## src/rtl/srx_pkg.sv

```systemverilog
`default_nettype none

package srx_pkg;

   typedef enum logic [1:0] {
      KIND_CLEAR  = 2'd0,
      KIND_ADD    = 2'd1,
      KIND_LOOKUP = 2'd2,
      KIND_GET    = 2'd3
   } kind_type;

   typedef enum logic [2:0] {
      STAT_OK               = 3'd0,
      STAT_START_MISALIGNED = 3'd1,
      STAT_SIZE_MISALIGNED  = 3'd2,
      STAT_ZERO_SIZE        = 3'd3,
      STAT_FULL             = 3'd4,
      STAT_BAD_INDEX        = 3'd5
   } status_type;

   localparam int             PAGE_LOG2_W     = 5;
   localparam logic [4:0]     PAGE_LOG2_RESET = 5'd12;
   // Register index as decoded from the word address.
   localparam logic           CSR_IDX_PAGE    = 1'b0;

   typedef struct packed {
      kind_type    kind;
      logic [63:0] address;
      logic [63:0] range_size;
      logic [31:0] buffer_tag;
      logic [5:0]  entry_index;
   } req_type;

   typedef struct packed {
      status_type  status;
      logic        excluded;
      logic [63:0] entry_start;
      logic [63:0] entry_length;
      logic [31:0] entry_tag;
      logic [6:0]  entry_count;
   } rsp_type;

   typedef struct packed {
      logic [63:0] range_start;
      logic [63:0] range_end;
      logic [31:0] range_tag;
   } entry_type;

   typedef enum logic [3:0] {
      S_IDLE      = 4'd0,
      S_CLEAR     = 4'd1,
      S_ADD_CHECK = 4'd2,
      S_ADD_SCAN  = 4'd3,
      S_ADD_PLACE = 4'd4,
      S_LOOKUP    = 4'd5,
      S_LK_STEP   = 4'd6,
      S_GET       = 4'd7,
      S_DONE      = 4'd8
   } state_type;

   typedef struct packed {
      logic load_item;
      logic check;
      logic clear_count;
      logic scan_start;
      logic scan_shift;
      logic place_new;
      logic lk_start;
      logic lk_step;
      logic get_read;
      logic finish;
   } cmd_type;

   typedef struct packed {
      kind_type new_kind;
      logic     check_ok;
      logic     count_zero;
      logic     scan_greater;
      logic     scan_last;
      logic     lk_more;
      logic     out_free;
   } sts_type;

endpackage

`default_nettype wire

```

## src/rtl/srx_ctrl.sv

```systemverilog
`default_nettype none

module srx_ctrl (
   input  wire logic             clock,
   input  wire logic             reset,
   input  wire logic             req_valid,
   output      logic             req_ready,
   input  wire srx_pkg::sts_type sts,
   output      srx_pkg::cmd_type cmd
);

   import srx_pkg::*;

   state_type state_ff;
   state_type state_in;

   always_ff @(posedge clock) begin
      if (reset) begin
         state_ff <= S_IDLE;
      end else begin
         state_ff <= state_in;
      end
   end

   always_comb begin
      state_in  = state_ff;
      cmd       = '0;
      req_ready = 1'b0;
      case (state_ff)
         S_IDLE: begin
            req_ready = 1'b1;
            if (req_valid) begin
               cmd.load_item = 1'b1;
               case (sts.new_kind)
                  KIND_CLEAR:  state_in = S_CLEAR;
                  KIND_ADD:    state_in = S_ADD_CHECK;
                  KIND_LOOKUP: state_in = S_LOOKUP;
                  KIND_GET:    state_in = S_GET;
                  default:     state_in = S_CLEAR;
               endcase
            end
         end
         S_CLEAR: begin
            cmd.check       = 1'b1;
            cmd.clear_count = 1'b1;
            state_in        = S_DONE;
         end
         S_ADD_CHECK: begin
            cmd.check = 1'b1;
            if (!sts.check_ok) begin
               state_in = S_DONE;
            end else begin
               cmd.scan_start = 1'b1;
               state_in       = sts.count_zero ? S_ADD_PLACE : S_ADD_SCAN;
            end
         end
         S_ADD_SCAN: begin
            // Entries with a larger start move up one slot until the gap is found.
            if (sts.scan_greater) begin
               cmd.scan_shift = 1'b1;
               state_in       = sts.scan_last ? S_ADD_PLACE : S_ADD_SCAN;
            end else begin
               cmd.place_new = 1'b1;
               state_in      = S_DONE;
            end
         end
         S_ADD_PLACE: begin
            cmd.place_new = 1'b1;
            state_in      = S_DONE;
         end
         S_LOOKUP: begin
            cmd.check    = 1'b1;
            cmd.lk_start = 1'b1;
            state_in     = sts.count_zero ? S_DONE : S_LK_STEP;
         end
         S_LK_STEP: begin
            cmd.lk_step = 1'b1;
            if (!sts.lk_more) begin
               state_in = S_DONE;
            end
         end
         S_GET: begin
            cmd.check    = 1'b1;
            cmd.get_read = 1'b1;
            state_in     = S_DONE;
         end
         S_DONE: begin
            if (sts.out_free) begin
               cmd.finish = 1'b1;
               state_in   = S_IDLE;
            end
         end
         default: begin
            state_in = S_IDLE;
         end
      endcase
   end

endmodule

`default_nettype wire

```

## config.mk

```make
export PLATFORM = sky130hd
export DESIGN_NAME = srx_ctrl
export DESIGN_NICKNAME = d
export VERILOG_FILES = /design/src/rtl/srx_pkg.sv /design/src/rtl/srx_ctrl.sv
export SDC_FILE = /design/constraint.sdc
export NUM_CORES = 1
export LEC_CHECK = 0
export BUFFER_PORTS_ARGS = -buffer_cell sky130_fd_sc_hd__buf_2
export CORE_AREA = 2 2 39 41
export DETAILED_ROUTE_END_ITERATION = 7
export DIE_AREA = 0 0 41 43
export PLACE_DENSITY = 0.62
export SYNTH_ARGS = -nofsm -noshare
export SYNTH_HDL_FRONTEND = slang
export SYNTH_SLANG_ARGS = --single-unit
export TNS_END_PERCENT = 30
```

## constraint.sdc

```tcl
create_clock -name clock -period 1.7 [get_ports clock]
set_clock_uncertainty 0.05 [all_clocks]
set_input_delay 0.085 -clock clock [delete_from_list [all_inputs] [get_ports clock]]
set_output_delay 0.085 -clock clock [all_outputs]
set_load 0.02 [all_outputs]
```

==> out/metrics.json, run 1 <==
{
  "outcome": {"value": "completed"},
  "cts_setup_buffers": {"value": 0},
  "pwr_density_cell": {"value": 1942, "unit": "nW/um^2"},
  "grt_max_degree": {"value": 15},
  "dr.first_iter.drc_count": {"value": 11},
  "yosys_most_used_dff": {"value": "dfxtp_1"},
  "synth.yosys.seq_area_share": {"value": 16.58, "unit": "%"},
  "post_cts_hold_buffer_count": {"value": 0},
  "placement_rows": {"value": 14},
  "postSynth.asyncResetShare": {"value": 0, "unit": "%"},
  "timing_hold_violations_final": {"value": 0},
  "path_cells": {"value": "nand2_1, or3_1, a21oi_1, buf_2"},
  "overall_die_width": {"value": 41, "unit": "um"},
  "max_transition_viols_final": {"value": 0},
  "post_route_core_utilization": {"value": 43.76, "unit": "%"},
  "numPortBuffers": {"value": 21},
  "critical_path_class": {"value": "register to output port"},
  "diodes": {"value": 0},
  "final.setup.tns": {"value": 0, "unit": "ps"},
  "crit_path_top_delay_cell": {"value": "dfxtp_2"},
  "synth-edff-count": {"value": 0},
  "vias_in_the_first_global_route": {"value": 439},
  "largest_reg_flops": {"value": 4},
  "final_nets": {"value": 96},
  "worst_path_dominant_cell_family": {"value": "flip-flops"},
  "total_standard_cell_area_after_synthesis": {"value": 483.0, "unit": "um^2"},
  "required_time_of_the_critical_path": {"value": 1560, "unit": "ps"},
  "wl_met1": {"value": 565, "unit": "um"},
  "num_vias": {"value": 506},
  "grt_first_pass_wirelength": {"value": 1.849, "unit": "mm"},
  "routed_wire_length_per_instance": {"value": 11.93, "unit": "um"},
  "post-route-drc-count": {"value": 0},
  "cp-start-kind": {"value": "register"},
  "holdCritPathClass": {"value": "input port to register"},
  "via_per_inst": {"value": 5.111},
  "place_congestion": {"value": 0.8507},
  "groute.usage.overall": {"value": 15.05, "unit": "%"},
  "max_flop_register": {"value": "state_ff"},
  "netlist-cell-type-count": {"value": 37},
  "htree_num_levels": {"value": 1},
  "worst_skew_pair_later_pin_latency": {"value": 230, "unit": "ps"},
  "clock_tree_root_buffer_cell": {"value": "clkbuf_4"},
  "synth.net_count": {"value": 73},
  "cts.sinks": {"value": 4},
  "period_utilization_post_route": {"value": 91.83, "unit": "%"},
  "tritoncts.num_buffers": {"value": 3},
  "initial_core_util": {"value": 34.90, "unit": "%"},
  "boundaryPins": {"value": 22},
  "syn-instance-count": {"value": 62},
  "tritoncts": {"value": "built"},
  "critPathArrivalTime": {"value": 1430, "unit": "ps"},
  "yosysWarningCount": {"value": 0},
  "drt-total-wl": {"value": 1.181, "unit": "mm"},
  "fillerInstances": {"value": 148},
  "dp_hpwl": {"value": 946, "unit": "um"},
  "cp_slowest_stage_delay": {"value": 480, "unit": "ps"},
  "fin_total_pwr": {"value": 1.176, "unit": "mW"},
  "final_period_demand_of_the_worst_path": {"value": 1561, "unit": "ps"},
  "flow.area_growth_from_synthesis": {"value": 25.39, "unit": "%"},
  "seq_area": {"value": 85.08, "unit": "um^2"},
  "drt-pass1-iter-count": {"value": 3},
  "wl_met2": {"value": 563, "unit": "um"},
  "number_of_flip_flops_and_latches_in_the_synthesized_netlist": {"value": 4},
  "grt_antenna_before_repair": {"value": 0},
  "critical_path.n_buffers_inverters": {"value": 1},
  "clk_pin_slew": {"value": 30, "unit": "ps"},
  "number_of_maximum_capacitance_constraint_violations": {"value": 0},
  "worst-path-max-fanout": {"value": 14},
  "ant_nets": {"value": 0},
  "grt_setup_unrepaired": {"value": "false"},
  "total_leakage_power": {"value": 0.2861, "unit": "nW"},
  "placeableCoreArea": {"value": 1384, "unit": "um^2"},
  "met3WireLength": {"value": 52, "unit": "um"},
  "setup.worst_path.end_class": {"value": "output port"},
  "ir_worst_vdd": {"value": 0.7790, "unit": "mV"},
  "final_layout_size_suffix_gt1_share": {"value": 45.78, "unit": "%"},
  "top_layer_used": {"value": "met3"},
  "die_area": {"value": 1763, "unit": "um^2"},
  "syn-mean-instance-area": {"value": 7.790, "unit": "um^2"},
  "multi_input_comb_area": {"value": 350.3, "unit": "um^2"},
  "gr_ovfl_total": {"value": 0},
  "finalSetupViolations": {"value": 0},
  "dieHeight": {"value": 43, "unit": "um"},
  "timing.slew.headroom": {"value": 75.36, "unit": "%"},
  "slew_worst_pin": {"value": 364.5, "unit": "ps"},
  "achievable-frequency": {"value": 640.6, "unit": "MHz"},
  "max-clock-path-buffers": {"value": 2},
  "reg.largest.list": {"value": "state_ff: 4 flops"}
}
[cell usage after synthesis, types with 2 or more instances]
library cell  n  share of area, %
or3_1         2               2.6
inv_1         4               3.1
nand2b_1      3               3.9
nor2_1        9               7.0
dfxtp_1       4                17
nor3_2        2               4.1
nor3b_1       2               3.1
buf_6         2               4.7
nand3_1       2               2.1
o21ai_1       2               2.1
nand2_1       4               3.1
[power by group]
group	internal (mW)	switching, mW
registers	0.147	0.162
clock network	0.0784	0.0316
logic	0.356	0.401
total	0.581	0.595
[what timing repair did]
| action | CTS | global route |
|---|---|---|
| endpoints found under the setup margin | 2 | 3 |
| pin swaps | 0 | 0 |
| resized for setup | 2 | 2 |
[worst paths after layout]
path	from	to	slack [ps]	cells past startpoint
worst max register to register	state_ff[2]	state_ff[3]	260	4
worst max-delay path	state_ff[0]	cmd[4]	140	4
worst min register to register	state_ff[3]	state_ff[1]	670	2
worst min-delay path	reset	state_ff[2]	30	2
[cell usage in the layout, fill, tap and decap left out, drive strengths merged, types with 2 or more instances in the layout]
cell type   n
a2bb2oi     2
nor3b       2
or3         2
inv         4
o21ai       3
nand2b      3
buf        22
nor2       11
nand3       2
clkbuf      3
nor3        2
nand2       4
a21oi       2
dfxtp       4
[per-layer routing]
metal,track usage (%),vias up
met2,24.38,14
li1,-,262
met4,2.000,0
met1,19.23,230
met3,4.712,0
met5,0,-
[final cells by class]
type	instances	share of cell area, %
Sequential cell	4	14.05
Clock buffer	3	3.719
Inverter	4	2.479
Multi-Input combinational cell	50	57.85
Timing Repair Buffer	22	18.60
Tap cell	16	3.306
[metrics by stage]
| stage | instance area, um^2 | cells | setup slack, ps | hold WS, ps |
|---|---|---|---|---|
| 2_1_floorplan | 483.0 | 62 | 298.7 | 102.9 |
| 3_3_place_gp | 578.1 | 96 | 178.4 | 265.7 |
| 3_5_place_dp | 578.1 | 96 | 153.9 | 264.9 |
| 4_1_cts | 603.1 | 99 | 19.36 | 28.46 |
| 5_1_grt | 605.6 | 99 | 67.40 | 32.91 |
| 6_report | 605.6 | 99 | 138.9 | 27.18 |
[logic make-up (layout without fill, tap and decap cells)]
logic type      count (synthesis)  in the layout  synth area share (%)
compound gates                 15             15                 25.65
xor+xnor                        1              1                 1.814
buf+inv                         8             29                 10.88
flops                           4              4                 16.58
simple gates                   34             34                 45.08
Power figures use the tool's default switching activity.
==> inputs of run 2 (changes only) <==
==> constraint.sdc (replaced) <==
create_clock -name clock -period 1.79 [get_ports clock]
set_clock_uncertainty 0.05 [all_clocks]
set_input_delay 0.0895 -clock clock [delete_from_list [all_inputs] [get_ports clock]]
set_output_delay 0.0895 -clock clock [all_outputs]
set_load 0.02 [all_outputs]
==> out/metrics.json, run 2 (same netlist as run 1, synthesis figures left out) <==
{
  "outcome": {"value": "completed", "change": "unchanged"},
  "endpoint_of_the_worst_slack_reg_to_reg_timing_path": {"value": "state_ff[3]", "change": "unchanged"},
  "timing.hold.worst_path_depth": {"value": 2, "change": "unchanged"},
  "cts.sinks": {"value": 4, "change": "unchanged"},
  "place.detailed.instances": {"value": 95, "change": "was 96"},
  "post_cts_hold_buffer_count": {"value": 0, "change": "unchanged"},
  "number_of_maximum_capacitance_constraint_violations": {"value": 0, "change": "unchanged"},
  "reg2reg_setup_slack": {"value": 230, "unit": "ps", "change": "was 260 ps"},
  "htree_num_levels": {"value": 1, "change": "unchanged"},
  "final_period_demand_of_the_worst_path": {"value": 1651, "unit": "ps"},
  "max-clock-path-buffers": {"value": 2, "change": "unchanged"},
  "vias_in_the_first_global_route": {"value": 443, "change": "was 439"},
  "grt_antenna_before_repair": {"value": 0, "change": "unchanged"},
  "reg.largest.list": {"value": "state_ff: 4 flops", "change": "unchanged"},
  "tritoncts": {"value": "built", "change": "unchanged"},
  "routed_wire_length_per_instance": {"value": 12.05, "unit": "um", "change": "was 11.93 um"},
  "max_transition_viols_final": {"value": 0, "change": "unchanged"},
  "setup.worst_path.end_class": {"value": "output port", "change": "unchanged"},
  "cts_setup_buffers": {"value": 0, "change": "unchanged"},
  "post-route-worst-setup-slack": {"value": 139.3, "unit": "ps", "change": "was 138.9 ps"},
  "dr.first_iter.drc_count": {"value": 9, "change": "was 11"},
  "fin_hold_ws": {"value": 20.34, "unit": "ps", "change": "was 27.18 ps"},
  "tritoncts.num_buffers": {"value": 3, "change": "unchanged"},
  "initial_core_util": {"value": 34.90, "unit": "%", "change": "unchanged"},
  "fillerInstances": {"value": 151, "change": "was 148"},
  "slew_worst_pin": {"value": 507.8, "unit": "ps", "change": "was 364.5 ps"},
  "flow.area_growth_from_synthesis": {"value": 23.58, "unit": "%", "change": "was 25.39%"},
  "worst-path-max-fanout": {"value": 12, "change": "was 14"},
  "diodes": {"value": 0, "change": "unchanged"},
  "max_flop_register": {"value": "state_ff", "change": "unchanged"},
  "holdCritPathClass": {"value": "input port to register", "change": "unchanged"},
  "critical_path_class": {"value": "register to output port", "change": "unchanged"},
  "grt_max_degree": {"value": 15, "change": "unchanged"},
  "grt_setup_unrepaired": {"value": "false", "change": "unchanged"},
  "pwr_density_cell": {"value": 1864, "unit": "nW/um^2", "change": "was 1942 nW/um^2"},
  "placement.setup.worst_slack": {"value": 226.4, "unit": "ps", "change": "was 153.9 ps"},
  "holdCritStartpoint": {"value": "reset", "change": "unchanged"},
  "grt_first_pass_wirelength": {"value": 1.725, "unit": "mm", "change": "was 1.849 mm"},
  "cp-start-kind": {"value": "register", "change": "unchanged"},
  "drt-total-wl": {"value": 1.181, "unit": "mm", "change": "unchanged"},
  "total_leakage_power": {"value": 0.2815, "unit": "nW", "change": "was 0.2861 nW"},
  "dp_hpwl": {"value": 940.7, "unit": "um", "change": "was 946 um"},
  "groute.usage.overall": {"value": 14.24, "unit": "%", "change": "was 15.05%"},
  "cts_resized": {"value": 1, "change": "was 2"},
  "cp_slowest_stage_delay": {"value": 470, "unit": "ps", "change": "was 480 ps"},
  "most-common-layout-cells": {"value": "buf_2, nor2_1, nand2_1, inv_1", "change": "was buf_2, nor2_1, nand2_1, inv_1, dfxtp_2"},
  "r2r-start": {"value": "state_ff[2]", "change": "unchanged"},
  "critical_path.n_buffers_inverters": {"value": 1, "change": "unchanged"},
  "finalNonFillerCells": {"value": 98, "change": "was 99"},
  "gr_ovfl_total": {"value": 0, "change": "unchanged"},
  "worst_path_dominant_cell_family": {"value": "simple AND/OR/NAND/NOR gates", "change": "was flip-flops"},
  "via_per_inst": {"value": 5.235, "change": "was 5.111"},
  "worst_skew_pair_later_pin_latency": {"value": 240, "unit": "ps", "change": "was 230 ps"},
  "path_cells": {"value": "nor4b_1, and2_1, buf_2", "change": "was nand2_1, or3_1, a21oi_1, buf_2"},
  "place_congestion": {"value": 0.7740, "change": "was 0.8507"},
  "required_time_of_the_critical_path": {"value": 1650, "unit": "ps", "change": "was 1560 ps"},
  "critPathArrivalTime": {"value": 1510, "unit": "ps", "change": "was 1430 ps"},
  "post-route-drc-count": {"value": 0, "change": "unchanged"},
  "timing.slew.headroom": {"value": 66.10, "unit": "%", "change": "was 75.36%"},
  "most_frequent_standard_cell_in_the_layout_excluding_fill_and_tap_cells": {"value": "buf_2", "change": "unchanged"},
  "final_nets": {"value": 95, "change": "was 96"},
  "clock_tree_root_buffer_cell": {"value": "clkbuf_4", "change": "unchanged"},
  "overall_die_width": {"value": 41, "unit": "um", "change": "unchanged"},
  "ant_nets": {"value": 0, "change": "unchanged"},
  "largest_reg_flops": {"value": 4, "change": "unchanged"},
  "timing_hold_violations_final": {"value": 0, "change": "unchanged"},
  "placeableCoreArea": {"value": 1384, "unit": "um^2", "change": "unchanged"},
  "ir_worst_vdd": {"value": 0.5298, "unit": "mV", "change": "was 0.7790 mV"},
  "boundaryPins": {"value": 22, "change": "unchanged"},
  "finalSetupViolations": {"value": 0, "change": "unchanged"},
  "period_utilization_post_route": {"value": 92.22, "unit": "%"},
  "reg2regPathDepth": {"value": 4, "change": "unchanged"},
  "achievable-frequency": {"value": 605.8, "unit": "MHz"},
  "numPortBuffers": {"value": 21, "change": "unchanged"},
  "final_layout_size_suffix_gt1_share": {"value": 43.90, "unit": "%", "change": "was 45.78%"},
  "clk_pin_slew": {"value": 40, "unit": "ps", "change": "was 30 ps"},
  "num_vias": {"value": 513, "change": "was 506"},
  "crit_path_top_delay_cell": {"value": "nor4b_1", "change": "was dfxtp_2"},
  "placement_rows": {"value": 14, "change": "unchanged"},
  "die_area": {"value": 1763, "unit": "um^2", "change": "unchanged"},
  "drt-pass1-iter-count": {"value": 4, "change": "was 3"},
  "dieHeight": {"value": 43, "unit": "um", "change": "unchanged"},
  "worst_hold_path.endpoint": {"value": "state_ff[2]", "change": "unchanged"},
  "final.setup.tns": {"value": 0, "unit": "ps", "change": "unchanged"}
}
-- run 2: cell types whose count changed in the layout (fill, tap and decap cells not counted) --
| cell | before | now |
|---|---|---|
| buf_4 | 1 | 0 |
| dfxtp_1 | 0 | 1 |
| dfxtp_2 | 4 | 3 |
-- run 2: metrics by stage --
step                      power, mW  util, %  instance area (um^2)
after floorplan              0.8730        -                 483.0
after global placement       0.9999    41.23                 570.5
after detailed placement     0.9996    41.23                 570.5
after CTS                     1.120    42.95                 594.3
after global routing          1.199    43.13                 596.8
final                         1.113    43.13                 596.8
-- run 2: worst max path at each step --
stage                            from           to  cells after the start  slack [ps]
final                     state_ff[2]       cmd[0]                      3         140
after global routing      state_ff[0]       cmd[4]                      4          40
after CTS                 state_ff[1]       cmd[4]                      4          30
after detailed placement  state_ff[2]  state_ff[3]                      4         230
after global placement    state_ff[2]  state_ff[3]                      4         220
after floorplan           state_ff[1]       cmd[4]                      4         380
-- run 2: layout make-up --
class	instances	area, um^2	area share [%]
sequential	4	83.83	14.05
multi-input combinational	50	350.3	58.70
inverter	4	15.01	2.516
clock buffer	3	22.52	3.774
tap	16	20.02	3.354
timing repair buffer	21	105.1	17.61
-- run 2: per-layer routing --
layer / part of all wire (%) / vias to the layer above / GRT usage [%]
met5: 0 / - / 0
met1: 41 / 234 / 16.03
li1: - / 263 / -
met4: 0 / 0 / 8.667
met3: 5.1 / 0 / 1.571
met2: 54 / 16 / 23.75
-- run 2: report_power, final --
group          switching, mW  internal, mW
clock network         0.0390        0.0751
logic                  0.377         0.335
registers              0.148         0.138
total                  0.565         0.548
